[config.mk]
export PLATFORM = sky130hd
export DESIGN_NAME = fsmc_ctrl
export DESIGN_NICKNAME = d
export VERILOG_FILES = /design/src/hdl/fsmc_pkg.sv /design/src/hdl/fsmc_ctrl.sv
export SDC_FILE = /design/constraint.sdc
export NUM_CORES = 1
export LEC_CHECK = 0
export BUFFER_PORTS_ARGS = -buffer_cell sky130_fd_sc_hd__buf_2
export CORE_MARGIN = 4
export CORE_UTILIZATION = 25
export CTS_CLUSTER_SIZE = 28
export DETAILED_ROUTE_END_ITERATION = 7
export PLACE_DENSITY = 0.4
export SYNTH_ARGS = -nofsm -noshare
export SYNTH_HDL_FRONTEND = slang
export SYNTH_SLANG_ARGS = --single-unit
[constraint.sdc]
create_clock -name aclk -period 4.77 [get_ports aclk]
set_input_delay 0.2385 -clock aclk [delete_from_list [all_inputs] [get_ports aclk]]
set_output_delay 0.2385 -clock aclk [all_outputs]
set_load 0.1 [all_outputs]
[src/hdl/fsmc_pkg.sv]
// Shared types, constants and opcodes of the Forth stack machine core.
package fsmc_pkg;

    localparam int RAM_BYTES   = 32768;
    localparam int FLASH_BYTES = 65536;
    localparam int RAM_AW      = $clog2(RAM_BYTES);
    localparam int FLASH_AW    = $clog2(FLASH_BYTES);

    localparam int CELL_W = 24;
    localparam int IN_W   = 40;
    localparam int USER_W = 2;
    localparam int OUT_W  = 72;

    localparam logic [CELL_W-1:0] FLASH_BIT   = 24'h800000;
    localparam logic [CELL_W-1:0] RAM_TAG     = 24'h400000;
    localparam logic [CELL_W-1:0] RSTACK_BASE = 24'h001000;
    localparam logic [CELL_W-1:0] DSTACK_BASE = 24'h002000;
    localparam logic [CELL_W-1:0] CELL_TRUE   = 24'hffffff;
    localparam logic [CELL_W-1:0] KEY_VECTOR  = 24'h800003;
    localparam logic [CELL_W-1:0] CELL_THREE  = 24'd3;
    localparam logic [CELL_W-1:0] CELL_SIX    = 24'd6;

    localparam logic [1:0] REQ_WRITE = 2'd0;
    localparam logic [1:0] REQ_READ  = 2'd1;
    localparam logic [1:0] REQ_EXEC  = 2'd2;
    localparam logic [1:0] REQ_KEY   = 2'd3;

    localparam logic [4:0] OP_EXIT    = 5'd0;
    localparam logic [4:0] OP_JUMP    = 5'd1;
    localparam logic [4:0] OP_LIT     = 5'd2;
    localparam logic [4:0] OP_BRZ     = 5'd3;
    localparam logic [4:0] OP_TOR     = 5'd4;
    localparam logic [4:0] OP_RFETCH  = 5'd5;
    localparam logic [4:0] OP_RDROP   = 5'd6;
    localparam logic [4:0] OP_DUP     = 5'd7;
    localparam logic [4:0] OP_DROP    = 5'd8;
    localparam logic [4:0] OP_SWAP    = 5'd9;
    localparam logic [4:0] OP_OVER    = 5'd10;
    localparam logic [4:0] OP_LESS    = 5'd11;
    localparam logic [4:0] OP_ZEQ     = 5'd12;
    localparam logic [4:0] OP_ADD     = 5'd13;
    localparam logic [4:0] OP_SHR     = 5'd14;
    localparam logic [4:0] OP_AND     = 5'd15;
    localparam logic [4:0] OP_OR      = 5'd16;
    localparam logic [4:0] OP_XOR     = 5'd17;
    localparam logic [4:0] OP_CFETCH  = 5'd18;
    localparam logic [4:0] OP_CSTORE  = 5'd19;
    localparam logic [4:0] OP_WSTORE  = 5'd20;
    localparam logic [4:0] OP_WFETCH  = 5'd21;
    localparam logic [4:0] OP_FETCH   = 5'd22;
    localparam logic [4:0] OP_STORE   = 5'd23;
    localparam logic [4:0] OP_KEY     = 5'd24;
    localparam logic [4:0] OP_EMIT    = 5'd25;
    localparam logic [4:0] OP_SPI     = 5'd26;
    localparam logic [4:0] OP_PWM     = 5'd27;
    localparam logic [4:0] OP_B9600   = 5'd28;
    localparam logic [4:0] OP_B38400  = 5'd29;
    localparam logic [4:0] OP_SLEEP   = 5'd30;

    typedef enum logic [1:0] {MEM_NONE, MEM_RD, MEM_WR} mem_op_t;
    typedef enum logic [2:0] {A_IP, A_DSP, A_DSP3, A_RSP, A_C, A_MDR, A_EXT} addr_sel_t;
    typedef enum logic [2:0] {W_IP, W_MDR, W_C, W_ALU, W_KEY, W_EXT} wr_sel_t;
    typedef enum logic [2:0] {IP_HOLD, IP_INC, IP_PEND, IP_MDR, IP_OP} ip_sel_t;
    typedef enum logic [1:0] {SP_HOLD, SP_INC3, SP_DEC3, SP_INC6} sp_sel_t;

    typedef struct packed {
        logic      in_ld;
        mem_op_t   mem_op;
        logic [1:0] mem_n;
        addr_sel_t addr_sel;
        wr_sel_t   wr_sel;
        logic      flash_ok;
        ip_sel_t   ip_sel;
        sp_sel_t   dsp_sel;
        sp_sel_t   rsp_sel;
        logic      pend_clr;
        logic      key_ld;
        logic      op_ld;
        logic      c_ld;
        logic      rd_ld;
        logic      tx_set;
        logic      pv_set;
        logic      baud_set;
        logic      sleep_set;
        logic      res_ld;
    } cmd_t;

    typedef struct packed {
        logic       busy;
        logic       is_call;
        logic       op_small;
        logic [4:0] op_code;
        logic       mdr_zero;
        logic       pend_nz;
        logic [1:0] req;
    } status_t;

endpackage

[src/hdl/fsmc_ctrl.sv]
// Controller: sequences requests and opcodes into datapath commands.
module fsmc_ctrl (
    input  logic                aclk,
    input  logic                aresetn,
    input  logic                s_tvalid,
    output logic                s_tready,
    output logic                m_tvalid,
    input  logic                m_tready,
    input  fsmc_pkg::status_t   sts,
    output fsmc_pkg::cmd_t      cmd
);

    typedef enum logic [4:0] {
        ST_IDLE, ST_DISPATCH, ST_RDX, ST_IRQ_WR, ST_FETCH, ST_DECODE, ST_EXEC,
        ST_CALL_WR, ST_LD_IP, ST_PUSH, ST_PUSH_W, ST_BR, ST_RPUSH, ST_RPUSH_W,
        ST_SW1, ST_SW2, ST_SW3, ST_BIN1, ST_ALU_W, ST_FETCHT, ST_TOP_W,
        ST_ST1, ST_ST2, ST_KEY_W, ST_PWM, ST_WAIT, ST_DONE
    } state_t;

    state_t state_reg, state_next, ret_reg, ret_next;
    logic   m_tvalid_reg, m_tvalid_next;
    logic [1:0] size_n;

    always_comb begin
        case (sts.op_code)
            fsmc_pkg::OP_CFETCH, fsmc_pkg::OP_CSTORE: size_n = 2'd1;
            fsmc_pkg::OP_WFETCH, fsmc_pkg::OP_WSTORE: size_n = 2'd2;
            default:                                  size_n = 2'd3;
        endcase
    end

    always_comb begin
        cmd        = '0;
        cmd.mem_n  = 2'd3;
        state_next = state_reg;
        ret_next   = ret_reg;
        s_tready   = (state_reg == ST_IDLE);
        m_tvalid_next = m_tvalid_reg && !m_tready;
        case (state_reg)
            ST_IDLE: begin
                if (s_tvalid) begin
                    cmd.in_ld  = 1'b1;
                    state_next = ST_DISPATCH;
                end
            end
            ST_DISPATCH: begin
                case (sts.req)
                    fsmc_pkg::REQ_WRITE: begin
                        cmd.mem_op   = fsmc_pkg::MEM_WR;
                        cmd.mem_n    = 2'd1;
                        cmd.addr_sel = fsmc_pkg::A_EXT;
                        cmd.wr_sel   = fsmc_pkg::W_EXT;
                        cmd.flash_ok = 1'b1;
                        state_next   = ST_WAIT;
                        ret_next     = ST_DONE;
                    end
                    fsmc_pkg::REQ_READ: begin
                        cmd.mem_op   = fsmc_pkg::MEM_RD;
                        cmd.mem_n    = 2'd1;
                        cmd.addr_sel = fsmc_pkg::A_EXT;
                        state_next   = ST_WAIT;
                        ret_next     = ST_RDX;
                    end
                    fsmc_pkg::REQ_KEY: begin
                        cmd.key_ld = 1'b1;
                        state_next = ST_DONE;
                    end
                    default: begin
                        if (sts.pend_nz) begin
                            cmd.rsp_sel = fsmc_pkg::SP_DEC3;
                            state_next  = ST_IRQ_WR;
                        end else begin
                            state_next = ST_FETCH;
                        end
                    end
                endcase
            end
            ST_RDX: begin
                cmd.rd_ld  = 1'b1;
                state_next = ST_DONE;
            end
            ST_IRQ_WR: begin
                cmd.mem_op   = fsmc_pkg::MEM_WR;
                cmd.addr_sel = fsmc_pkg::A_RSP;
                cmd.wr_sel   = fsmc_pkg::W_IP;
                cmd.ip_sel   = fsmc_pkg::IP_PEND;
                cmd.pend_clr = 1'b1;
                state_next   = ST_WAIT;
                ret_next     = ST_FETCH;
            end
            ST_FETCH: begin
                cmd.mem_op   = fsmc_pkg::MEM_RD;
                cmd.addr_sel = fsmc_pkg::A_IP;
                state_next   = ST_WAIT;
                ret_next     = ST_DECODE;
            end
            ST_DECODE: begin
                cmd.op_ld  = 1'b1;
                cmd.ip_sel = fsmc_pkg::IP_INC;
                state_next = ST_EXEC;
            end
            ST_EXEC: begin
                state_next = ST_DONE;
                if (sts.is_call) begin
                    cmd.rsp_sel = fsmc_pkg::SP_DEC3;
                    state_next  = ST_CALL_WR;
                end else if (sts.op_small) begin
                    case (sts.op_code)
                        fsmc_pkg::OP_EXIT: begin
                            cmd.mem_op   = fsmc_pkg::MEM_RD;
                            cmd.addr_sel = fsmc_pkg::A_RSP;
                            cmd.rsp_sel  = fsmc_pkg::SP_INC3;
                            state_next   = ST_WAIT;
                            ret_next     = ST_LD_IP;
                        end
                        fsmc_pkg::OP_JUMP: begin
                            cmd.mem_op   = fsmc_pkg::MEM_RD;
                            cmd.addr_sel = fsmc_pkg::A_IP;
                            state_next   = ST_WAIT;
                            ret_next     = ST_LD_IP;
                        end
                        fsmc_pkg::OP_LIT: begin
                            cmd.mem_op   = fsmc_pkg::MEM_RD;
                            cmd.addr_sel = fsmc_pkg::A_IP;
                            cmd.ip_sel   = fsmc_pkg::IP_INC;
                            state_next   = ST_WAIT;
                            ret_next     = ST_PUSH;
                        end
                        fsmc_pkg::OP_BRZ: begin
                            cmd.mem_op   = fsmc_pkg::MEM_RD;
                            cmd.addr_sel = fsmc_pkg::A_DSP;
                            cmd.dsp_sel  = fsmc_pkg::SP_INC3;
                            state_next   = ST_WAIT;
                            ret_next     = ST_BR;
                        end
                        fsmc_pkg::OP_TOR: begin
                            cmd.mem_op   = fsmc_pkg::MEM_RD;
                            cmd.addr_sel = fsmc_pkg::A_DSP;
                            cmd.dsp_sel  = fsmc_pkg::SP_INC3;
                            state_next   = ST_WAIT;
                            ret_next     = ST_RPUSH;
                        end
                        fsmc_pkg::OP_RFETCH: begin
                            cmd.mem_op   = fsmc_pkg::MEM_RD;
                            cmd.addr_sel = fsmc_pkg::A_RSP;
                            state_next   = ST_WAIT;
                            ret_next     = ST_PUSH;
                        end
                        fsmc_pkg::OP_RDROP: cmd.rsp_sel = fsmc_pkg::SP_INC3;
                        fsmc_pkg::OP_DUP: begin
                            cmd.mem_op   = fsmc_pkg::MEM_RD;
                            cmd.addr_sel = fsmc_pkg::A_DSP;
                            state_next   = ST_WAIT;
                            ret_next     = ST_PUSH;
                        end
                        fsmc_pkg::OP_DROP: cmd.dsp_sel = fsmc_pkg::SP_INC3;
                        fsmc_pkg::OP_SWAP: begin
                            cmd.mem_op   = fsmc_pkg::MEM_RD;
                            cmd.addr_sel = fsmc_pkg::A_DSP;
                            state_next   = ST_WAIT;
                            ret_next     = ST_SW1;
                        end
                        fsmc_pkg::OP_OVER: begin
                            cmd.mem_op   = fsmc_pkg::MEM_RD;
                            cmd.addr_sel = fsmc_pkg::A_DSP3;
                            state_next   = ST_WAIT;
                            ret_next     = ST_PUSH;
                        end
                        fsmc_pkg::OP_LESS, fsmc_pkg::OP_ADD, fsmc_pkg::OP_AND,
                        fsmc_pkg::OP_OR, fsmc_pkg::OP_XOR: begin
                            cmd.mem_op   = fsmc_pkg::MEM_RD;
                            cmd.addr_sel = fsmc_pkg::A_DSP;
                            cmd.dsp_sel  = fsmc_pkg::SP_INC3;
                            state_next   = ST_WAIT;
                            ret_next     = ST_BIN1;
                        end
                        fsmc_pkg::OP_ZEQ, fsmc_pkg::OP_SHR, fsmc_pkg::OP_EMIT: begin
                            cmd.mem_op   = fsmc_pkg::MEM_RD;
                            cmd.addr_sel = fsmc_pkg::A_DSP;
                            state_next   = ST_WAIT;
                            ret_next     = ST_ALU_W;
                        end
                        fsmc_pkg::OP_CFETCH, fsmc_pkg::OP_WFETCH, fsmc_pkg::OP_FETCH: begin
                            cmd.mem_op   = fsmc_pkg::MEM_RD;
                            cmd.addr_sel = fsmc_pkg::A_DSP;
                            state_next   = ST_WAIT;
                            ret_next     = ST_FETCHT;
                        end
                        fsmc_pkg::OP_CSTORE, fsmc_pkg::OP_WSTORE, fsmc_pkg::OP_STORE: begin
                            cmd.mem_op   = fsmc_pkg::MEM_RD;
                            cmd.addr_sel = fsmc_pkg::A_DSP;
                            cmd.dsp_sel  = fsmc_pkg::SP_INC3;
                            state_next   = ST_WAIT;
                            ret_next     = ST_ST1;
                        end
                        fsmc_pkg::OP_KEY: begin
                            cmd.dsp_sel = fsmc_pkg::SP_DEC3;
                            state_next  = ST_KEY_W;
                        end
                        fsmc_pkg::OP_SPI: cmd.dsp_sel = fsmc_pkg::SP_INC6;
                        fsmc_pkg::OP_PWM: begin
                            cmd.mem_op   = fsmc_pkg::MEM_RD;
                            cmd.addr_sel = fsmc_pkg::A_DSP;
                            cmd.dsp_sel  = fsmc_pkg::SP_INC3;
                            state_next   = ST_WAIT;
                            ret_next     = ST_PWM;
                        end
                        fsmc_pkg::OP_B9600, fsmc_pkg::OP_B38400: cmd.baud_set = 1'b1;
                        fsmc_pkg::OP_SLEEP: cmd.sleep_set = 1'b1;
                        default: state_next = ST_DONE;
                    endcase
                end
            end
            ST_CALL_WR: begin
                cmd.mem_op   = fsmc_pkg::MEM_WR;
                cmd.addr_sel = fsmc_pkg::A_RSP;
                cmd.wr_sel   = fsmc_pkg::W_IP;
                cmd.ip_sel   = fsmc_pkg::IP_OP;
                state_next   = ST_WAIT;
                ret_next     = ST_DONE;
            end
            ST_LD_IP: begin
                cmd.ip_sel = fsmc_pkg::IP_MDR;
                state_next = ST_DONE;
            end
            ST_PUSH: begin
                cmd.dsp_sel = fsmc_pkg::SP_DEC3;
                state_next  = ST_PUSH_W;
            end
            ST_PUSH_W, ST_TOP_W: begin
                cmd.mem_op   = fsmc_pkg::MEM_WR;
                cmd.addr_sel = fsmc_pkg::A_DSP;
                cmd.wr_sel   = fsmc_pkg::W_MDR;
                state_next   = ST_WAIT;
                ret_next     = ST_DONE;
            end
            ST_BR: begin
                if (sts.mdr_zero) begin
                    cmd.mem_op   = fsmc_pkg::MEM_RD;
                    cmd.addr_sel = fsmc_pkg::A_IP;
                    state_next   = ST_WAIT;
                    ret_next     = ST_LD_IP;
                end else begin
                    cmd.ip_sel = fsmc_pkg::IP_INC;
                    state_next = ST_DONE;
                end
            end
            ST_RPUSH: begin
                cmd.rsp_sel = fsmc_pkg::SP_DEC3;
                state_next  = ST_RPUSH_W;
            end
            ST_RPUSH_W: begin
                cmd.mem_op   = fsmc_pkg::MEM_WR;
                cmd.addr_sel = fsmc_pkg::A_RSP;
                cmd.wr_sel   = fsmc_pkg::W_MDR;
                state_next   = ST_WAIT;
                ret_next     = ST_DONE;
            end
            ST_SW1: begin
                cmd.c_ld     = 1'b1;
                cmd.mem_op   = fsmc_pkg::MEM_RD;
                cmd.addr_sel = fsmc_pkg::A_DSP3;
                state_next   = ST_WAIT;
                ret_next     = ST_SW2;
            end
            ST_SW2: begin
                cmd.mem_op   = fsmc_pkg::MEM_WR;
                cmd.addr_sel = fsmc_pkg::A_DSP;
                cmd.wr_sel   = fsmc_pkg::W_MDR;
                state_next   = ST_WAIT;
                ret_next     = ST_SW3;
            end
            ST_SW3: begin
                cmd.mem_op   = fsmc_pkg::MEM_WR;
                cmd.addr_sel = fsmc_pkg::A_DSP3;
                cmd.wr_sel   = fsmc_pkg::W_C;
                state_next   = ST_WAIT;
                ret_next     = ST_DONE;
            end
            ST_BIN1: begin
                cmd.c_ld     = 1'b1;
                cmd.mem_op   = fsmc_pkg::MEM_RD;
                cmd.addr_sel = fsmc_pkg::A_DSP;
                state_next   = ST_WAIT;
                ret_next     = ST_ALU_W;
            end
            ST_ALU_W: begin
                cmd.mem_op   = fsmc_pkg::MEM_WR;
                cmd.addr_sel = fsmc_pkg::A_DSP;
                cmd.wr_sel   = fsmc_pkg::W_ALU;
                cmd.tx_set   = (sts.op_code == fsmc_pkg::OP_EMIT);
                state_next   = ST_WAIT;
                ret_next     = ST_DONE;
            end
            ST_FETCHT: begin
                cmd.mem_op   = fsmc_pkg::MEM_RD;
                cmd.mem_n    = size_n;
                cmd.addr_sel = fsmc_pkg::A_MDR;
                state_next   = ST_WAIT;
                ret_next     = ST_TOP_W;
            end
            ST_ST1: begin
                cmd.c_ld     = 1'b1;
                cmd.mem_op   = fsmc_pkg::MEM_RD;
                cmd.addr_sel = fsmc_pkg::A_DSP;
                cmd.dsp_sel  = fsmc_pkg::SP_INC3;
                state_next   = ST_WAIT;
                ret_next     = ST_ST2;
            end
            ST_ST2: begin
                cmd.mem_op   = fsmc_pkg::MEM_WR;
                cmd.mem_n    = size_n;
                cmd.addr_sel = fsmc_pkg::A_C;
                cmd.wr_sel   = fsmc_pkg::W_MDR;
                state_next   = ST_WAIT;
                ret_next     = ST_DONE;
            end
            ST_KEY_W: begin
                cmd.mem_op   = fsmc_pkg::MEM_WR;
                cmd.addr_sel = fsmc_pkg::A_DSP;
                cmd.wr_sel   = fsmc_pkg::W_KEY;
                state_next   = ST_WAIT;
                ret_next     = ST_DONE;
            end
            ST_PWM: begin
                cmd.pv_set = 1'b1;
                state_next = ST_DONE;
            end
            ST_WAIT: begin
                if (!sts.busy) begin
                    state_next = ret_reg;
                end
            end
            ST_DONE: begin
                if (!m_tvalid_reg || m_tready) begin
                    cmd.res_ld    = 1'b1;
                    m_tvalid_next = 1'b1;
                    state_next    = ST_IDLE;
                end
            end
            default: state_next = ST_IDLE;
        endcase
    end

    always_ff @(posedge aclk) begin
        if (!aresetn) begin
            state_reg    <= ST_IDLE;
            ret_reg      <= ST_IDLE;
            m_tvalid_reg <= 1'b0;
        end else begin
            state_reg    <= state_next;
            ret_reg      <= ret_next;
            m_tvalid_reg <= m_tvalid_next;
        end
    end

    assign m_tvalid = m_tvalid_reg;

`ifndef SYNTHESIS
    a_idle_quiet: assert property (@(posedge aclk) disable iff (!aresetn)
        (state_reg == ST_IDLE) |-> !sts.busy)
        else $error("memory engine busy while idle");
    a_accept_dispatch: assert property (@(posedge aclk) disable iff (!aresetn)
        (s_tvalid && s_tready) |=> (state_reg == ST_DISPATCH))
        else $error("accepted word not dispatched");
    a_result_shown: assert property (@(posedge aclk) disable iff (!aresetn)
        cmd.res_ld |=> m_tvalid_reg)
        else $error("result loaded but not presented");
    a_no_mem_while_busy: assert property (@(posedge aclk) disable iff (!aresetn)
        (cmd.mem_op != fsmc_pkg::MEM_NONE) |-> !sts.busy)
        else $error("memory op issued while engine busy");
`endif

endmodule

### Word-level counts from Yosys, hierarchy flattened

Index checks and enable logic that the tools add are counted.

* input port bits: 16
* output and inout port bits: 31
* register bits after elaboration: 11
* logic and storage cells: 168

* equal/unequal tests: 66
* reduce and logical (&&, ||, !) cells: 37
* mux-type cells: 62

Operator list (count)
* 5-bit == test, second input constant: 26
* 5-bit case mux with 11 select lines: 2
* 5-bit by 4-bit == test with 1-bit output, second input constant: 16
* 5-bit case mux with 10 select lines: 1
* 5-bit by 3-bit == test with 1-bit output, second input constant: 8
* 5-bit 2-to-1 mux: 8
* 1-bit 2-to-1 mux: 24
* 2-bit case mux with 3 select lines: 4
* 24-bit OR reduction: 1
* 3-bit case mux with 7 select lines: 1
* 3-bit OR reduction: 7
* 5-bit by 2-bit == test with 1-bit output, second input constant: 4
* 5-bit case mux with 2 select lines: 2
* 19-bit OR reduction: 1
* 2-bit 2-to-1 mux: 9
* 3-bit case mux with 6 select lines: 1
* 2-bit OR reduction: 9
* 3-bit case mux with 5 select lines: 1
* 15-bit OR reduction: 1
* 5-bit OR reduction: 3
* 7-bit case mux with 2 select lines: 1
* 2-bit inequality test, second input constant: 6
* 12-bit OR reduction: 1
* 11-bit by 3-bit inequality test with 1-bit output, second input constant: 1
* 21 further kinds: 27

### Longest topological paths before layout

* word-level depth: 6
* depth in mapped cells: 7
* depth with buffers taken out: 6

### Least setup slack after synthesis

Ideal clock, no wire load.

* path kind: register -> output
* start point: register state_reg[3]
* end point: output port cmd[18] in the netlist's numbering
* stages on the path, launching flop included: 5
* data arrival time: 4.382 ns
* path slack: 0.150 ns
* path buffers: 2
* required time: 4.532 ns
* cell sequence: dfxtp_1 > clkbuf_1 > buf_2 > nand2b_1 > o311ai_0

RTL lines
* start: declaration: line fsmc_ctrl.sv:20 `state_t state_reg, state_next, ret_reg, ret_next;`
* start signal: assignment: line fsmc_ctrl.sv:351 `state_reg <= state_next;`
* end: declaration: line fsmc_ctrl.sv:10 `output fsmc_pkg::cmd_t cmd`

==> impl_metrics.prom <==
# TYPE chip_impl_metric gauge
chip_impl_info{name="result_of_the_run",value="finished clean"} 1
chip_impl_metric{name="wl_met1",unit="um"} 3410
chip_impl_metric{name="die-area",unit="sq mm"} 0.00878
chip_impl_metric{name="netlist_area",unit="sq mm"} 0.00184
chip_impl_metric{name="number_of_synthesized_flops_with_an_enable_pin",unit=""} 0
chip_impl_metric{name="routed-via-count",unit=""} 2357
chip_impl_metric{name="placedInstanceArea",unit="sq mm"} 0.00210
chip_impl_info{name="synth_area_leaders",value="sky130_fd_sc_hd__dfxtp_1 (12%), sky130_fd_sc_hd__a21oi_1 (7.9%), sky130_fd_sc_hd__nand2_1 (6.1%)"} 1
chip_impl_metric{name="drt_total_wl",unit="um"} 7450
chip_impl_info{name="rsz0062_at_grt",value="false"} 1
chip_impl_metric{name="syn_inst",unit=""} 284
chip_impl_metric{name="min_period",unit="ns"} 2.99
chip_impl_metric{name="worst_pin_slew",unit="ns"} 0.597
chip_impl_metric{name="num_rows",unit=""} 30
chip_impl_info{name="worstReg2RegEnd",value="ret_reg[4]"} 1
chip_impl_metric{name="design.core.area",unit="sq mm"} 0.00694
chip_impl_metric{name="cts_inserted_buffers",unit=""} 3
chip_impl_metric{name="power.density",unit="mW/mm^2"} 623
chip_impl_info{name="hold_end",value="state_reg[1]"} 1
chip_impl_metric{name="top_level_ports",unit=""} 47
chip_impl_metric{name="timing.critical_path.fanout_max",unit=""} 22
chip_impl_metric{name="synth_area_per_cell",unit="sq um"} 6.46
chip_impl_metric{name="clock_insertion_delay_worst_skew",unit="ns"} 0.23
chip_impl_info{name="worst_setup_path_end_kind",value="primary output"} 1
chip_impl_metric{name="synthXorXnorAreaFrac",unit=""} 0.0143
chip_impl_metric{name="syn-num-nets",unit=""} 300
chip_impl_metric{name="compound_gate_portion_of_the_synthesized_area",unit=""} 0.406
chip_impl_metric{name="grt_first_pass_wirelength",unit="um"} 11800
chip_impl_info{name="cts-root-buf",value="sky130_fd_sc_hd__clkbuf_8"} 1
chip_impl_info{name="min-delay-start",value="aresetn"} 1
chip_impl_metric{name="clkSlewWorstSetupHoldPaths",unit="ns"} 0.05
chip_impl_info{name="tritoncts",value="done"} 1
chip_impl_metric{name="finish.net_count",unit=""} 332
chip_impl_info{name="synth.largest_area_cell",value="sky130_fd_sc_hd__dfxtp_1"} 1
chip_impl_metric{name="grt_util_all_layers",unit=""} 0.169
chip_impl_metric{name="die_height",unit="um"} 93.7
chip_impl_metric{name="post_route_cells_drive_above_1_share",unit=""} 0.203
chip_impl_metric{name="cts_num_sinks",unit=""} 11
chip_impl_metric{name="diodes",unit=""} 0
chip_impl_metric{name="min_delay_path_depth",unit=""} 2
chip_impl_metric{name="finalSetupTns",unit="ns"} 0
chip_impl_metric{name="post_cts.resized_instances",unit=""} 0
chip_impl_metric{name="synth.ff_latch_count",unit=""} 11
chip_impl_info{name="critPathKind",value="reg2out"} 1
chip_impl_metric{name="required",unit="ns"} 4.53
chip_impl_metric{name="number_of_global_route_vias_before_repair",unit=""} 2158
chip_impl_metric{name="met3RoutedLength",unit="um"} 529
chip_impl_metric{name="layout.cell_area.non_filler",unit="sq mm"} 0.00214
chip_impl_metric{name="clock.fmax",unit="GHz"} 0.334
chip_impl_metric{name="cts_hold_buf",unit=""} 0
chip_impl_info{name="top_signal_layer_used",value="met4"} 1
chip_impl_metric{name="synthAdderAreaFrac",unit=""} 0
chip_impl_metric{name="final.setup_skew",unit="ns"} 0.00180
chip_impl_metric{name="slew_viol_final",unit=""} 0
chip_impl_metric{name="grt_max_degree",unit=""} 31
chip_impl_metric{name="cp.arrival",unit="ns"} 2.75
chip_impl_metric{name="layout_worst_path_cycle_share",unit=""} 0.627
chip_impl_metric{name="hpwlAfterDp",unit="um"} 5640
chip_impl_metric{name="multi_input_combinational_cell_area",unit="sq mm"} 0.00146
chip_impl_metric{name="flow.area_growth_from_synthesis",unit="%"} 16.8
chip_impl_metric{name="cts.repair_timing.setup_buffer_count",unit=""} 0
chip_impl_metric{name="gp_routability_congestion",unit=""} 0.885
chip_impl_metric{name="yosys_warnings",unit=""} 0
chip_impl_metric{name="cellLeakagePower",unit="nW"} 0.852
chip_impl_metric{name="ctsLongestPathBuffers",unit=""} 2
chip_impl_metric{name="port_buffers",unit=""} 46
chip_impl_metric{name="ff2ff_path_depth",unit=""} 5
chip_impl_metric{name="floorplan.initialDensity",unit=""} 0.264
chip_impl_metric{name="routedWlPerCell",unit="um"} 18.1
chip_impl_metric{name="post_synthesis_simple_gate_area_fraction",unit=""} 0.371
chip_impl_metric{name="synth-async-reset-ratio",unit=""} 0
chip_impl_metric{name="hold_viol_final",unit=""} 0
chip_impl_metric{name="cts.htree.levels",unit=""} 1
chip_impl_metric{name="grt_antenna_before_repair",unit=""} 0
chip_impl_metric{name="detail_route.iter0.violations",unit=""} 153
chip_impl_metric{name="vias_per_cell",unit=""} 5.73
chip_impl_metric{name="met2_length",unit="um"} 3400
chip_impl_metric{name="ys_types",unit=""} 66
chip_impl_metric{name="r2r_setup_slack",unit="ns"} 2.52
chip_impl_info{name="hold_class",value="in2reg"} 1
chip_impl_info{name="r2r_start",value="state_reg[4]"} 1
chip_impl_metric{name="overflow",unit=""} 0
chip_impl_metric{name="maxCapViolCount",unit=""} 0
chip_impl_metric{name="synth-seq-area-share",unit=""} 0.120
chip_impl_metric{name="fillCellCount",unit=""} 812
chip_impl_metric{name="power.ir.vdd_worst",unit="uV"} 259
chip_impl_metric{name="drt_pre_antenna_iters",unit=""} 5
chip_impl_info{name="synth_top_family_by_area",value="compound AO/OA/AOI/OAI gates"} 1
chip_impl_metric{name="area.sequential",unit="sq um"} 220
chip_impl_metric{name="max_slew_margin",unit=""} 0.600
chip_impl_info{name="dominantRegCellSynth",value="sky130_fd_sc_hd__dfxtp_1"} 1
chip_impl_metric{name="setup-violations-final",unit=""} 0
chip_impl_metric{name="dieWidth",unit="um"} 93.7
chip_impl_metric{name="synth.top_cell.area_share",unit=""} 0.120
chip_impl_metric{name="drc",unit=""} 0
chip_impl_metric{name="route.antenna.remaining_nets",unit=""} 0
chip_impl_metric{name="synth.area.mux_share",unit=""} 0.00613
chip_impl_info{name="setup.worst_path.start_class",value="flop"} 1
==> metal layers <==
metal | track usage | up-vias
li1 | - | 1128
met1 | 0.238 | 1125
met2 | 0.263 | 95
met3 | 0.0329 | 9
met4 | 0.0409 | 0
met5 | 0 | -
==> cell families (layout without fill, tap and decap cells) <==
group,after synthesis,after routing
buffers and inverters,31,62
and+or+nand+nor,129,129
AOI/OAI and AO/OA,109,109
muxes,1,1
xor gates and xnor gates,3,3
DFF,11,11
==> through the flow <==
stage,std cells,worst slack [ns],util,hold slack (ns),power (mW)
after CTS,411,1.81,0.309,0.302,1.33
after floorplan,284,0.150,-,0.370,1.03
after detailed placement,407,2.09,0.302,0.479,1.24
after global routing,411,1.62,0.309,0.313,1.42
after global placement,407,2.19,0.302,0.480,1.25
final,411,1.78,0.309,0.308,1.34
==> report_power, final <==
part           switching, mW  internal [mW]  leakage (nW)
clock                 0.0326         0.0585        0.0228
combinational          0.835          0.259         0.739
sequential            0.0323          0.118        0.0903
==> how the worst max path moves through the flow <==
stage,from,endpoint,slack [ns],cells after the start
finish,state_reg[3],cmd[22],1.78,7
global route,state_reg[3],cmd[22],1.62,7
CTS,state_reg[3],cmd[22],1.81,7
detailed placement,state_reg[3],cmd[22],2.09,7
global placement,state_reg[3],cmd[22],2.19,7
floorplan,state_reg[3],cmd[18],0.15,4
==> synth_stat cells, types with 2 or more instances <==
cell type                  number
sky130_fd_sc_hd__a211o_1        2
sky130_fd_sc_hd__a211oi_1       4
sky130_fd_sc_hd__a21oi_1       29
sky130_fd_sc_hd__a221oi_1       2
sky130_fd_sc_hd__a22o_1         4
sky130_fd_sc_hd__a31oi_1        8
sky130_fd_sc_hd__a32oi_1        2
sky130_fd_sc_hd__and2_1         3
sky130_fd_sc_hd__and2b_1        2
sky130_fd_sc_hd__and3_1         4
sky130_fd_sc_hd__buf_1          3
sky130_fd_sc_hd__buf_2         10
sky130_fd_sc_hd__buf_4          2
sky130_fd_sc_hd__buf_6          2
sky130_fd_sc_hd__clkbuf_1       7
sky130_fd_sc_hd__dfxtp_1       11
sky130_fd_sc_hd__inv_1          6
sky130_fd_sc_hd__nand2_1       30
sky130_fd_sc_hd__nand2b_1       8
sky130_fd_sc_hd__nand3_1        6
sky130_fd_sc_hd__nand3b_1       3
sky130_fd_sc_hd__nand4_1        3
sky130_fd_sc_hd__nor2_1        28
sky130_fd_sc_hd__nor2b_1       11
sky130_fd_sc_hd__nor3_1         9
sky130_fd_sc_hd__nor3b_1        2
sky130_fd_sc_hd__nor4_1         3
sky130_fd_sc_hd__o211ai_1       5
sky130_fd_sc_hd__o21ai_0       19
sky130_fd_sc_hd__o21ba_1        2
sky130_fd_sc_hd__o21bai_1       3
sky130_fd_sc_hd__o221a_1        2
sky130_fd_sc_hd__o221ai_1       2
sky130_fd_sc_hd__o22ai_1        5
sky130_fd_sc_hd__o31ai_1        3
sky130_fd_sc_hd__o32ai_1        2
sky130_fd_sc_hd__or2_1          3
sky130_fd_sc_hd__or3_1          2
sky130_fd_sc_hd__or3b_1         3
sky130_fd_sc_hd__xor2_1         3
==> critical path, cell delays in order (launching register included) <==
cell and delay (ns):
sky130_fd_sc_hd__dfxtp_1 0.43, sky130_fd_sc_hd__buf_4 0.27, sky130_fd_sc_hd__or3b_1 0.49, sky130_fd_sc_hd__nor3_2 0.28, sky130_fd_sc_hd__nand2_1 0.16, sky130_fd_sc_hd__o32ai_1 0.32, sky130_fd_sc_hd__a31o_1 0.14, sky130_fd_sc_hd__buf_2 0.42
==> cells in the final DEF, fill, tap and decap left out, types with 4 or more instances in the layout <==
cell,n
sky130_fd_sc_hd__inv_1,6
sky130_fd_sc_hd__dfxtp_1,11
sky130_fd_sc_hd__a22o_1,4
sky130_fd_sc_hd__nor3_1,9
sky130_fd_sc_hd__buf_4,5
sky130_fd_sc_hd__nor2b_1,11
sky130_fd_sc_hd__o21ai_0,19
sky130_fd_sc_hd__and3_1,4
sky130_fd_sc_hd__a21oi_1,29
sky130_fd_sc_hd__o22ai_1,5
sky130_fd_sc_hd__nor2_1,28
sky130_fd_sc_hd__o211ai_1,5
sky130_fd_sc_hd__nand2b_1,8
sky130_fd_sc_hd__a211oi_1,4
sky130_fd_sc_hd__nand3_1,6
sky130_fd_sc_hd__nand2_1,30
sky130_fd_sc_hd__a31oi_1,8
sky130_fd_sc_hd__buf_2,46
==> area by class of cell <==
type                    count  share of cell area
flip-flops and latches     11               0.103
clock buffers               4              0.0210
multi-input cells         242               0.683
repair buffers             51               0.125
inverters                   7              0.0123
well taps                  96              0.0560
Power figures use the tool's default switching activity.
